<file path="src/rtl/btop_pkg.sv">
`timescale 1ns / 1ps
package btop_pkg;
   localparam int unsigned MAX_STEPS_DEFAULT = 255;
   localparam logic [30:0] ONE_Q30 = 31'h4000_0000;

   typedef enum logic [2:0] {
      CSR_STRIKE   = 3'd0,
      CSR_UP       = 3'd1,
      CSR_DOWN     = 3'd2,
      CSR_PROB     = 3'd3,
      CSR_DISC     = 3'd4,
      CSR_STEPS    = 3'd5,
      CSR_IS_PUT   = 3'd6
   } csr_index_type;

   typedef enum logic [3:0] {
      ST_IDLE,
      ST_LEAF_MUL,
      ST_LEAF_TAKE,
      ST_LEAF_STORE,
      ST_FOLD_RD0,
      ST_FOLD_RD1,
      ST_FOLD_MUL_Q,
      ST_FOLD_MUL_D,
      ST_FOLD_STORE,
      ST_ZERO,
      ST_DONE
   } state_type;

   // Commands from the controller to the datapath.
   typedef struct packed {
      logic load_spot;   // capture the spot, x := spot, clear the flag
      logic leaf_mul;    // prod := x * factor
      logic use_down;    // factor select for leaf_mul
      logic leaf_take;   // x := sat(prod >> 30)
      logic leaf_store;  // write payoff of x at node address, x := captured spot
      logic rd_hi;       // read node i+1 instead of node i
      logic mul_p;       // acc := p * v[i]
      logic mul_q;       // acc += q * v[i+1]
      logic mul_d;       // prod := (acc>>30) * disc
      logic fold_store;  // write prod>>30 at node i
      logic zero_steps;  // N = 0: take payoff directly
   } dp_cmd_type;
endpackage

</file>
<file path="src/rtl/btop_ctrl.sv">
`timescale 1ns / 1ps
module btop_ctrl #(
   parameter int unsigned MAX_STEPS = btop_pkg::MAX_STEPS_DEFAULT,
   localparam int unsigned AW = $clog2(MAX_STEPS + 1)
) (
   input  logic                 clock,
   input  logic                 reset,
   input  logic                 start,
   input  logic [7:0]           steps_cfg,
   input  logic                 out_taken,
   output logic                 busy,
   output logic                 done,
   output logic [AW-1:0]        node_addr,
   output btop_pkg::dp_cmd_type cmd
);
   btop_pkg::state_type state_ff, state_in;
   logic [AW-1:0] n_ff, n_in;
   logic [AW-1:0] leaf_ff, leaf_in;     // leaf index i
   logic [AW-1:0] cnt_ff, cnt_in;       // multiplies done for this leaf
   logic [AW-1:0] step_ff, step_in;     // current fold width
   logic [AW-1:0] node_ff, node_in;
   logic [AW:0]   steps_wide;
   logic [AW-1:0] steps_c;

   assign steps_wide = (AW + 1)'(steps_cfg);
   assign steps_c = (steps_wide > (AW + 1)'(MAX_STEPS)) ? AW'(MAX_STEPS)
                                                         : steps_wide[AW-1:0];

   always_comb begin
      state_in   = state_ff;
      n_in       = n_ff;
      leaf_in    = leaf_ff;
      cnt_in     = cnt_ff;
      step_in    = step_ff;
      node_in    = node_ff;
      unique case (state_ff)
         btop_pkg::ST_IDLE: begin
            if (start) begin
               n_in    = steps_c;
               leaf_in = '0;
               cnt_in  = '0;
               node_in = '0;
               state_in = (steps_c == '0) ? btop_pkg::ST_ZERO
                                          : btop_pkg::ST_LEAF_MUL;
            end
         end
         btop_pkg::ST_LEAF_MUL: state_in = btop_pkg::ST_LEAF_TAKE;
         btop_pkg::ST_LEAF_TAKE: begin
            if (cnt_ff + AW'(1) == n_ff) begin
               cnt_in   = '0;
               state_in = btop_pkg::ST_LEAF_STORE;
            end else begin
               cnt_in   = cnt_ff + AW'(1);
               state_in = btop_pkg::ST_LEAF_MUL;
            end
         end
         btop_pkg::ST_LEAF_STORE: begin
            if (leaf_ff == n_ff) begin
               step_in  = n_ff;
               node_in  = '0;
               state_in = btop_pkg::ST_FOLD_RD0;
            end else begin
               leaf_in  = leaf_ff + AW'(1);
               node_in  = leaf_ff + AW'(1);
               state_in = btop_pkg::ST_LEAF_MUL;
            end
         end
         btop_pkg::ST_FOLD_RD0:   state_in = btop_pkg::ST_FOLD_RD1;
         btop_pkg::ST_FOLD_RD1:   state_in = btop_pkg::ST_FOLD_MUL_Q;
         btop_pkg::ST_FOLD_MUL_Q: state_in = btop_pkg::ST_FOLD_MUL_D;
         btop_pkg::ST_FOLD_MUL_D: state_in = btop_pkg::ST_FOLD_STORE;
         btop_pkg::ST_FOLD_STORE: begin
            if (node_ff + AW'(1) == step_ff) begin
               node_in = '0;
               if (step_ff == AW'(1)) begin
                  state_in = btop_pkg::ST_DONE;
               end else begin
                  step_in  = step_ff - AW'(1);
                  state_in = btop_pkg::ST_FOLD_RD0;
               end
            end else begin
               node_in  = node_ff + AW'(1);
               state_in = btop_pkg::ST_FOLD_RD0;
            end
         end
         btop_pkg::ST_ZERO: state_in = btop_pkg::ST_DONE;
         btop_pkg::ST_DONE: begin
            if (out_taken) begin
               state_in = btop_pkg::ST_IDLE;
            end
         end
         default: state_in = btop_pkg::ST_IDLE;
      endcase
   end

   // Outputs. The RAM read of node i issued in FOLD_RD0 is seen in FOLD_RD1,
   // and that of node i+1 issued in FOLD_RD1 is seen in FOLD_MUL_Q.
   always_comb begin
      cmd  = '0;
      busy = 1'b1;
      done = 1'b0;
      unique case (state_ff)
         btop_pkg::ST_IDLE: begin
            busy = 1'b0;
            cmd.load_spot = start;
         end
         btop_pkg::ST_LEAF_MUL: begin
            cmd.leaf_mul = 1'b1;
            cmd.use_down = (cnt_ff >= n_ff - leaf_ff);
         end
         btop_pkg::ST_LEAF_TAKE:  cmd.leaf_take = 1'b1;
         btop_pkg::ST_LEAF_STORE: cmd.leaf_store = 1'b1;
         btop_pkg::ST_FOLD_RD0:   ;
         btop_pkg::ST_FOLD_RD1: begin
            cmd.rd_hi = 1'b1;
            cmd.mul_p = 1'b1;
         end
         btop_pkg::ST_FOLD_MUL_Q: cmd.mul_q = 1'b1;
         btop_pkg::ST_FOLD_MUL_D: cmd.mul_d = 1'b1;
         btop_pkg::ST_FOLD_STORE: cmd.fold_store = 1'b1;
         btop_pkg::ST_ZERO:       cmd.zero_steps = 1'b1;
         btop_pkg::ST_DONE:       done = 1'b1;
         default: ;
      endcase
   end

   assign node_addr = node_ff;

   always_ff @(posedge clock) begin
      if (reset) begin
         state_ff <= btop_pkg::ST_IDLE;
      end else begin
         state_ff <= state_in;
      end
      n_ff    <= n_in;
      leaf_ff <= leaf_in;
      cnt_ff  <= cnt_in;
      step_ff <= step_in;
      node_ff <= node_in;
   end

   assert property (@(posedge clock) disable iff (reset)
      (state_ff == btop_pkg::ST_FOLD_MUL_Q) |-> $past(state_ff) == btop_pkg::ST_FOLD_RD1)
      else $error("fold multiply without preceding read");
   assert property (@(posedge clock) disable iff (reset)
      (state_ff != btop_pkg::ST_IDLE && state_ff != btop_pkg::ST_DONE) |-> node_ff <= n_ff)
      else $error("node address beyond tree width");
   assert property (@(posedge clock) disable iff (reset)
      $onehot0({cmd.leaf_store, cmd.fold_store}))
      else $error("two node writes in one cycle");
   assert property (@(posedge clock) disable iff (reset)
      (state_ff == btop_pkg::ST_DONE && !out_taken) |=> state_ff == btop_pkg::ST_DONE)
      else $error("result dropped before transfer");
endmodule

</file>
<file path="config.mk">
export PLATFORM = sky130hd
export DESIGN_NAME = btop_ctrl
export DESIGN_NICKNAME = d
export VERILOG_FILES = /design/src/rtl/btop_pkg.sv /design/src/rtl/btop_ctrl.sv
export SDC_FILE = /design/constraint.sdc
export NUM_CORES = 1
export LEC_CHECK = 0
export BUFFER_PORTS_ARGS = -buffer_cell sky130_fd_sc_hd__buf_2
export CAP_MARGIN = 20
export CORE_ASPECT_RATIO = 1.75
export CORE_MARGIN = 1
export CORE_UTILIZATION = 50
export DETAILED_ROUTE_END_ITERATION = 7
export PLACE_DENSITY = 0.7
export REMOVE_ABC_BUFFERS = 1
export SYNTH_ARGS = -nofsm -noshare
export SYNTH_HDL_FRONTEND = slang
export SYNTH_SLANG_ARGS = --single-unit
</file>
<file path="constraint.sdc">
create_clock -name clock -period 3.2 [get_ports clock]
set_input_delay 0.48 -clock clock [delete_from_list [all_inputs] [get_ports clock]]
set_output_delay 0.48 -clock clock [all_outputs]
set_load 0.02 [all_outputs]
</file>
==> flow_metrics.tcl, run 1 <==
set metrics [dict create \
    outcome "complete, but fails checks" \
    violations "setup timing" \
    clock_power_share_pct 29.7 \
    clk_path_buf_depth 2 \
    clk_latency_ns 0.31 \
    fin_crit_ns 3.22 \
    swShare_pct 28.6 \
    grt_max_degree 19 \
    path_cells "inv_1 > ha_1 > inv_1 > fa_2 > nand2_1 > nand2_1 > a21oi_2 > o21bai_1 > a21oi_1 > xor2_1 > ha_1 > o21ai_0 > a21o_1 > a21oi_2 > buf_6" \
    dp.cells 415 \
    layout.nets 383 \
    coreArea_um2 5880 \
    hold_ws_ns 0.367 \
    setup_slack_ns -0.0242 \
    boundaryPins 33 \
    detail-route-antenna-nets 0 \
    place_ws_ns 0.135 \
    relSlewSlack_pct 45.2 \
    vias 2346 \
    cts_root_buffer "clkbuf_8" \
    synthesis.instances 310 \
    crit_path_max_fanout 2 \
    drive_gt1_share_pct 17.9 \
    min_period_over_period_pct 101 \
    row_count 37 \
    cp-end-kind "output port" \
    dieArea_um2 6380 \
    clkTransAtPathRegs_ns 0.08 \
    leakage_nw 1.38 \
    portBuffers 32 \
    clock_sinks 44 \
    start_kind "flop" \
    crit_family "adder cells" \
    async_flop_share_pct 0 \
    grt_remaining_overflow 0 \
    post_synth_main_area_contributors "edfxtp_1 (40%), ha_1 (8.3%), xnor2_1 (6.7%), xor2_1 (5.8%), nor2_1 (5.0%)" \
    cts_tree "yes" \
    wl_per_cell_um 15.8 \
    grt.total_usage_pct 24.3 \
    ys_seq_elements 44 \
    dieWidth_um 60.8 \
    utilization_pct 58.5 \
    hold_viol_final 0 \
    yosysUniqueCellTypes 48 \
    fillers 553 \
    synth_flop_cell "edfxtp_1" \
    worstSetupPathType "flop to output port" \
    power_frac_seq_pct 46.9 \
    synth_edf_count 40 \
    critPathSlowestCell "edfxtp_1" \
    synth_top_area_cell "edfxtp_1" \
    power_mw 1.56 \
    fin_tns_setup_ns -0.0242 \
    vdd_drop_max_v 0.000493 \
    cap_violations 0 \
    gp_congestion 0.976 \
    start_util_pct 51.5 \
    grt_pass1_wl_mm 11.2 \
    p_int_mw 1.11 \
    cts_made_buffers 5 \
    max_stage_delay_ns 0.40 \
    synth.avg_cell_area_um2 9.77 \
    cp.required_ns 2.72 \
    hp-class "primary input to flop" \
    antenna_found_initial 0 \
    wl_mm 6.76 \
    drv_slew 0 \
    drt_iter0_drc 72 \
    pwr_density_cell_nw_per_um2 453 \
    fmaxAchievable_mhz 310 \
    ys_warn_count 0 \
    syn-cell-area_um2 3030 \
    setup_viol 1 \
    critPathArrivalTime_ns 2.74 \
    final_cells 429 \
    finClkSkew_ns 0.00841 \
    final_area_um2 3440 \
    tightest_slew_ns 0.822 \
    antenna_cells 0 \
    placed_area_um2 3250 \
    vias_per_cell 5.47 \
    die_h_um 105 \
    power.switching_uw 445 \
    h-tree-depth 2 \
    crit_buf_inv 3 \
    drc 0 \
    drt-pass1-iter-count 4 \
    power_frac_comb_pct 23.5 \
    rsz0062_at_grt "yes" \
    grt_pass1_vias 2382 \
    hpwl_mm 5.37 \
    seq_area_frac_synth_pct 42.3 \
    synth_top_area_share_pct 39.7 \
    areaGrowthSynthToFinish_pct 13.6 \
]
[cells by family after synthesis]
group | count (synthesis) | share of synthesized area (%)
AOI/OAI and AO/OA | 55 | 11.6
and+or+nand+nor | 112 | 18.0
DFF | 44 | 42.3
adders and majority gates | 21 | 8.93
muxes | 2 | 0.661
xor gates and xnor gates | 44 | 13.2
buffers and inverters | 32 | 5.25
[timing repair]
action | in CTS | in global routing
endpoints found under the hold margin | 0 | 0
setup buffers | 5 | 1
endpoints found under the setup margin | 1 | 1
gates resized for setup | 7 | 3
cloned | 0 | 0
pin swaps | 2 | 0
hold buffers | 0 | 0
[final timing paths]
kind,from,end,slack [ns],cells past startpoint
hold reg to reg,state_ff[3]$_SDFFE_PP0P_,state_ff[0]$_SDFFE_PP0P_,0.66,1
setup reg to reg,node_addr[0]$_DFFE_PP_,step_ff[0]$_DFFE_PP_,0.35,7
hold / removal,steps_cfg[1],n_ff[1]$_DFFE_PP_,0.37,1
setup / recovery,n_ff[0]$_DFFE_PP_,cmd[8],-0.02,15
[state kept, by name, summed over array words and instances (netlist names)]
signal,count
n_ff,8
node_addr,8
step_ff,8
cnt_ff,8
leaf_ff,8
state_ff,4
[routing by layer]
layer | track usage, % | vias to the layer above | share of wire, %
li1 | - | 1183 | -
met3 | 3.59 | 17 | 3.6
met1 | 25.8 | 1081 | 36
met4 | 13.1 | 0 | 4.3
met5 | 0 | - | 0
met2 | 43.4 | 65 | 56
[cell type report]
type                            count  area, um^2  area share [%]
Clock buffer                        7        96.3            2.80
Multi-Input combinational cell    234        1610            46.7
Clock inverter                      1        30.0           0.873
Timing Repair Buffer               42         241            7.02
Tap cell                           78        97.6            2.84
Sequential cell                    44        1280            37.3
Inverter                           23        86.3            2.51
[layout by cell type, fill, tap and decap left out, drive strengths merged, types with 2 or more instances in the layout]
| master | netlist | layout |
|---|---|---|
| a211oi | 2 | 2 |
| nor3 | 6 | 6 |
| buf | 7 | 42 |
| dfxtp | 4 | 4 |
| a21o | 2 | 2 |
| nor2 | 40 | 40 |
| xnor2 | 23 | 23 |
| o21ai | 10 | 10 |
| or4 | 2 | 2 |
| nand2 | 19 | 19 |
| o21bai | 2 | 2 |
| clkbuf | 2 | 7 |
| nand3b | 2 | 2 |
| o32ai | 2 | 2 |
| xor2 | 20 | 20 |
| a31oi | 3 | 3 |
| o22ai | 6 | 6 |
| ha | 20 | 20 |
| nand2b | 13 | 13 |
| nand4 | 3 | 3 |
| mux2i | 2 | 2 |
| edfxtp | 40 | 40 |
| a21oi | 18 | 18 |
| o211ai | 2 | 2 |
| and3 | 2 | 2 |
| inv | 23 | 23 |
| nor2b | 3 | 3 |
| nand3 | 12 | 12 |
| nor4 | 5 | 5 |
[cell usage after synthesis, drive strengths merged (3+ instances only)]
master	count
o22ai	6
o21ai	10
edfxtp	40
nor2	40
nor4	5
buf	7
nor3	6
dfxtp	4
nor2b	3
xor2	20
nand2b	13
a21oi	18
xnor2	23
inv	23
nand3	12
nand4	3
nand2	19
a31oi	3
ha	20
[power groups by stage]
stage          clock network (mW)  logic, mW  registers [mW]
3_3_place_gp                    0      0.332           0.742
5_1_grt                     0.489      0.407           0.736
2_1_floorplan                   0      0.240           0.740
3_5_place_dp                    0      0.337           0.744
4_1_cts                     0.475      0.358           0.729
6_report                    0.462      0.365           0.729
(Power assumes the default switching activity.)
==> run 2: changes to the inputs <==
--- a/config.mk
+++ b/config.mk
@@ -5,13 +5,14 @@
 export SDC_FILE = /design/constraint.sdc
 export NUM_CORES = 1
 export LEC_CHECK = 0
+export ABC_AREA = 1
 export BUFFER_PORTS_ARGS = -buffer_cell sky130_fd_sc_hd__buf_2
 export CAP_MARGIN = 20
 export CORE_ASPECT_RATIO = 1.75
 export CORE_MARGIN = 1
 export CORE_UTILIZATION = 50
 export DETAILED_ROUTE_END_ITERATION = 7
-export PLACE_DENSITY = 0.7
+export PLACE_DENSITY = 0.69
 export REMOVE_ABC_BUFFERS = 1
 export SYNTH_ARGS = -nofsm -noshare
 export SYNTH_HDL_FRONTEND = slang
==> run 2 against run 1 <==
The run still ends with setup timing left. Flip-flop and latch count unchanged. Hold slack worse by 0.0012 ns. Die area up 5.7%. Routed wire length up 21%. First-iteration DRC count up 1.4%.
==> flow_metrics.tcl, run 2 <==
set metrics [dict create \
    outcome "complete, but fails checks" \
    violations "setup timing" \
    synth_flop_cell "edfxtp_1" \
    wl_per_cell_um 15.4 \
    power_frac_comb_pct 29.8 \
    start_util_pct 51.9 \
    drive_gt1_share_pct 23.8 \
    layout.nets 482 \
    boundaryPins 33 \
    place_ws_ns 0.104 \
    clk_latency_ns 0.31 \
    hp-class "primary input to flop" \
    h-tree-depth 2 \
    coreArea_um2 6180 \
    setup_viol 1 \
    drt_iter0_drc 73 \
    multiInputGateArea_um2 1760 \
    synth.avg_cell_area_um2 8.05 \
    synth_top_area_cell "edfxtp_1" \
    yosysUniqueCellTypes 34 \
    setup_slack_ns -0.0799 \
    grt_pass1_vias 2740 \
    drv_slew 0 \
    cts_root_buffer "clkbuf_8" \
    leakage_nw 1.70 \
    dp.cells 513 \
    utilization_pct 60.2 \
    hold_buffers 0 \
    final_common_cell "nand2_1" \
    swShare_pct 34.4 \
    critPathSlowestCell "edfxtp_1" \
    dieWidth_um 62.5 \
    hold_viol_final 0 \
    synth_most_common_cell "nand2_1" \
    p_int_mw 1.01 \
    async_flop_share_pct 0 \
    clk_path_buf_depth 2 \
    rr_worst_depth 14 \
    die_h_um 108 \
    relSlewSlack_pct 42.7 \
    vdd_drop_max_v 0.000324 \
    cts_made_buffers 5 \
    max_stage_delay_ns 0.42 \
    worstSetupPathType "flop to output port" \
    hold_ws_ns 0.366 \
    seq_area_um2 1280 \
    start_kind "flop" \
    seq_area_frac_synth_pct 40.0 \
    min_period_over_period_pct 102 \
    pwr_density_cell_nw_per_um2 412 \
    ys_seq_elements 44 \
    detail-route-antenna-nets 0 \
    grt.total_usage_pct 25.4 \
    antenna_cells 0 \
    clkTransAtPathRegs_ns 0.08 \
    netlist_top_cells_count "nand2_1 (91), inv_1 (55), nor2_1 (49), edfxtp_1 (40), nand3_1 (25)" \
    tightest_slew_ns 0.859 \
    dieArea_um2 6750 \
    power_mw 1.53 \
    grt_max_degree 14 \
    path_cells "inv_2 > ha_4 > inv_2 > fa_2 > nand3_2 > nand3_2 > a21oi_2 > o21ai_2 > xnor2_1 > ha_1 > nand2_2 > nor2_4 > nand4_1 > o2111ai_2 > nand2_1 > inv_1 > buf_6" \
    post_synth_main_area_contributors "edfxtp_1 (37%), nand2_1 (11%), ha_1 (7.8%), inv_1 (6.4%), nor2_1 (5.7%)" \
    fillers 592 \
    ys_warn_count 0 \
    cap_violations 0 \
    synth_edf_count 40 \
    finClkSkew_ns 0.0119 \
    final_cells 530 \
    wl_mm 8.17 \
    drc 0 \
    hold_depth 1 \
    cp.required_ns 2.72 \
    clock_power_share_pct 23.1 \
    crit_path_max_fanout 2 \
    vias 2781 \
    portBuffers 32 \
    grt_pass1_wl_mm 12.7 \
    gp_congestion 0.903 \
    critPathArrivalTime_ns 2.80 \
    power.switching_uw 528 \
    antenna_found_initial 0 \
    grt_remaining_overflow 0 \
    power_frac_seq_pct 47.0 \
    vias_per_cell 5.25 \
    r2r_setup_slack_ns 0.76 \
    syn-cell-area_um2 3210 \
    layout_common_cells "nand2_1 (90), inv_1 (51), nor2_1 (48)" \
    hpwl_mm 6.49 \
    drt-pass1-iter-count 4 \
    cp-end-kind "output port" \
    clock_sinks 44 \
    fin_crit_ns 3.28 \
    synth_top_area_share_pct 37.5 \
    row_count 38 \
    cts_tree "yes" \
    rsz0062_at_grt "yes" \
    areaGrowthSynthToFinish_pct 16.1 \
    fmaxAchievable_mhz 305 \
    synthesis.instances 398 \
]
## run 2: changes by cell type after synthesis, moves of 6 or more
| cell | before | now |
|---|---|---|
| xor2_1 | 20 | 13 |
| nand3_1 | 12 | 25 |
| nand3_2 | 0 | 6 |
| nand2b_1 | 12 | 0 |
| nand2_1 | 19 | 91 |
| xnor2_1 | 23 | 6 |
| nor2_1 | 40 | 49 |
| nand2_2 | 0 | 9 |
| inv_1 | 23 | 55 |
## run 2: final cells by class
cell class / count / share of cell area (%)
flip-flops and latches: 44 / 34.4
clock buffers: 5 / 1.85
multi-input cells: 292 / 47.2
repair buffers: 46 / 7.30
clock inverters: 3 / 0.370
well taps: 80 / 2.69
inverters: 60 / 6.12
## run 2: timing repair
item | 4_1_cts | 5_1_grt
endpoints found under the setup margin | 1 | 1
setup buffers | 7 | 2
resized for setup | 12 | 10
pin swaps | 3 | 10
## run 2: cell families after synthesis
kind of cell	after synthesis	share of synthesized area, %
compound gates	42	7.69
xor+xnor	20	5.89
fa+ha+maj	21	8.43
buf+inv	62	7.46
flops	44	40.0
simple gates	209	30.6
## run 2: power by group through the flow
stage / clock (mW) / sequential, mW / combinational (mW)
after global placement: 0 / 0.733 / 0.385
after CTS: 0.356 / 0.721 / 0.426
after global routing: 0.373 / 0.727 / 0.511
final: 0.355 / 0.721 / 0.458
after floorplan: 0 / 0.731 / 0.274
after detailed placement: 0 / 0.735 / 0.392
## run 2: final timing paths
kind | start | to
worst min-delay path | steps_cfg[7] | n_ff[7]$_DFFE_PP_
worst max-delay path | n_ff[0]$_DFFE_PP_ | cmd[8]
worst max register to register | node_addr[0]$_DFFE_PP_ | step_ff[1]$_DFFE_PP_
worst min register to register | state_ff[3]$_SDFFE_PP0P_ | state_ff[0]$_SDFFE_PP0P_
## run 2: metal layers
| metal | GRT usage [%] | vias up | wire length (um) |
|---|---|---|---|
| li1 | - | 1408 | - |
| met2 | 50.0 | 77 | 4500 |
| met1 | 23.0 | 1259 | 2850 |
| met3 | 4.03 | 37 | 271 |
| met4 | 17.6 | 0 | 555 |
| met5 | 0 | - | 0 |
## run 2: critical path: cells and delay by family, from the launching register on
kind | cells | cell delay [ns]
compound gates | 3 | 0.29
xor+xnor | 1 | 0.12
fa+ha+maj | 3 | 0.81
buf+inv | 4 | 0.32
flops | 1 | 0.42
simple gates | 6 | 0.51
## run 2: through the flow
step / setup TNS, ns / cell area (um^2)
floorplan: 0 / 3190
global placement: 0 / 3490
detailed placement: 0 / 3490
CTS: -0.0349 / 3670
global route: -0.274 / 3720
finish: -0.0799 / 3720
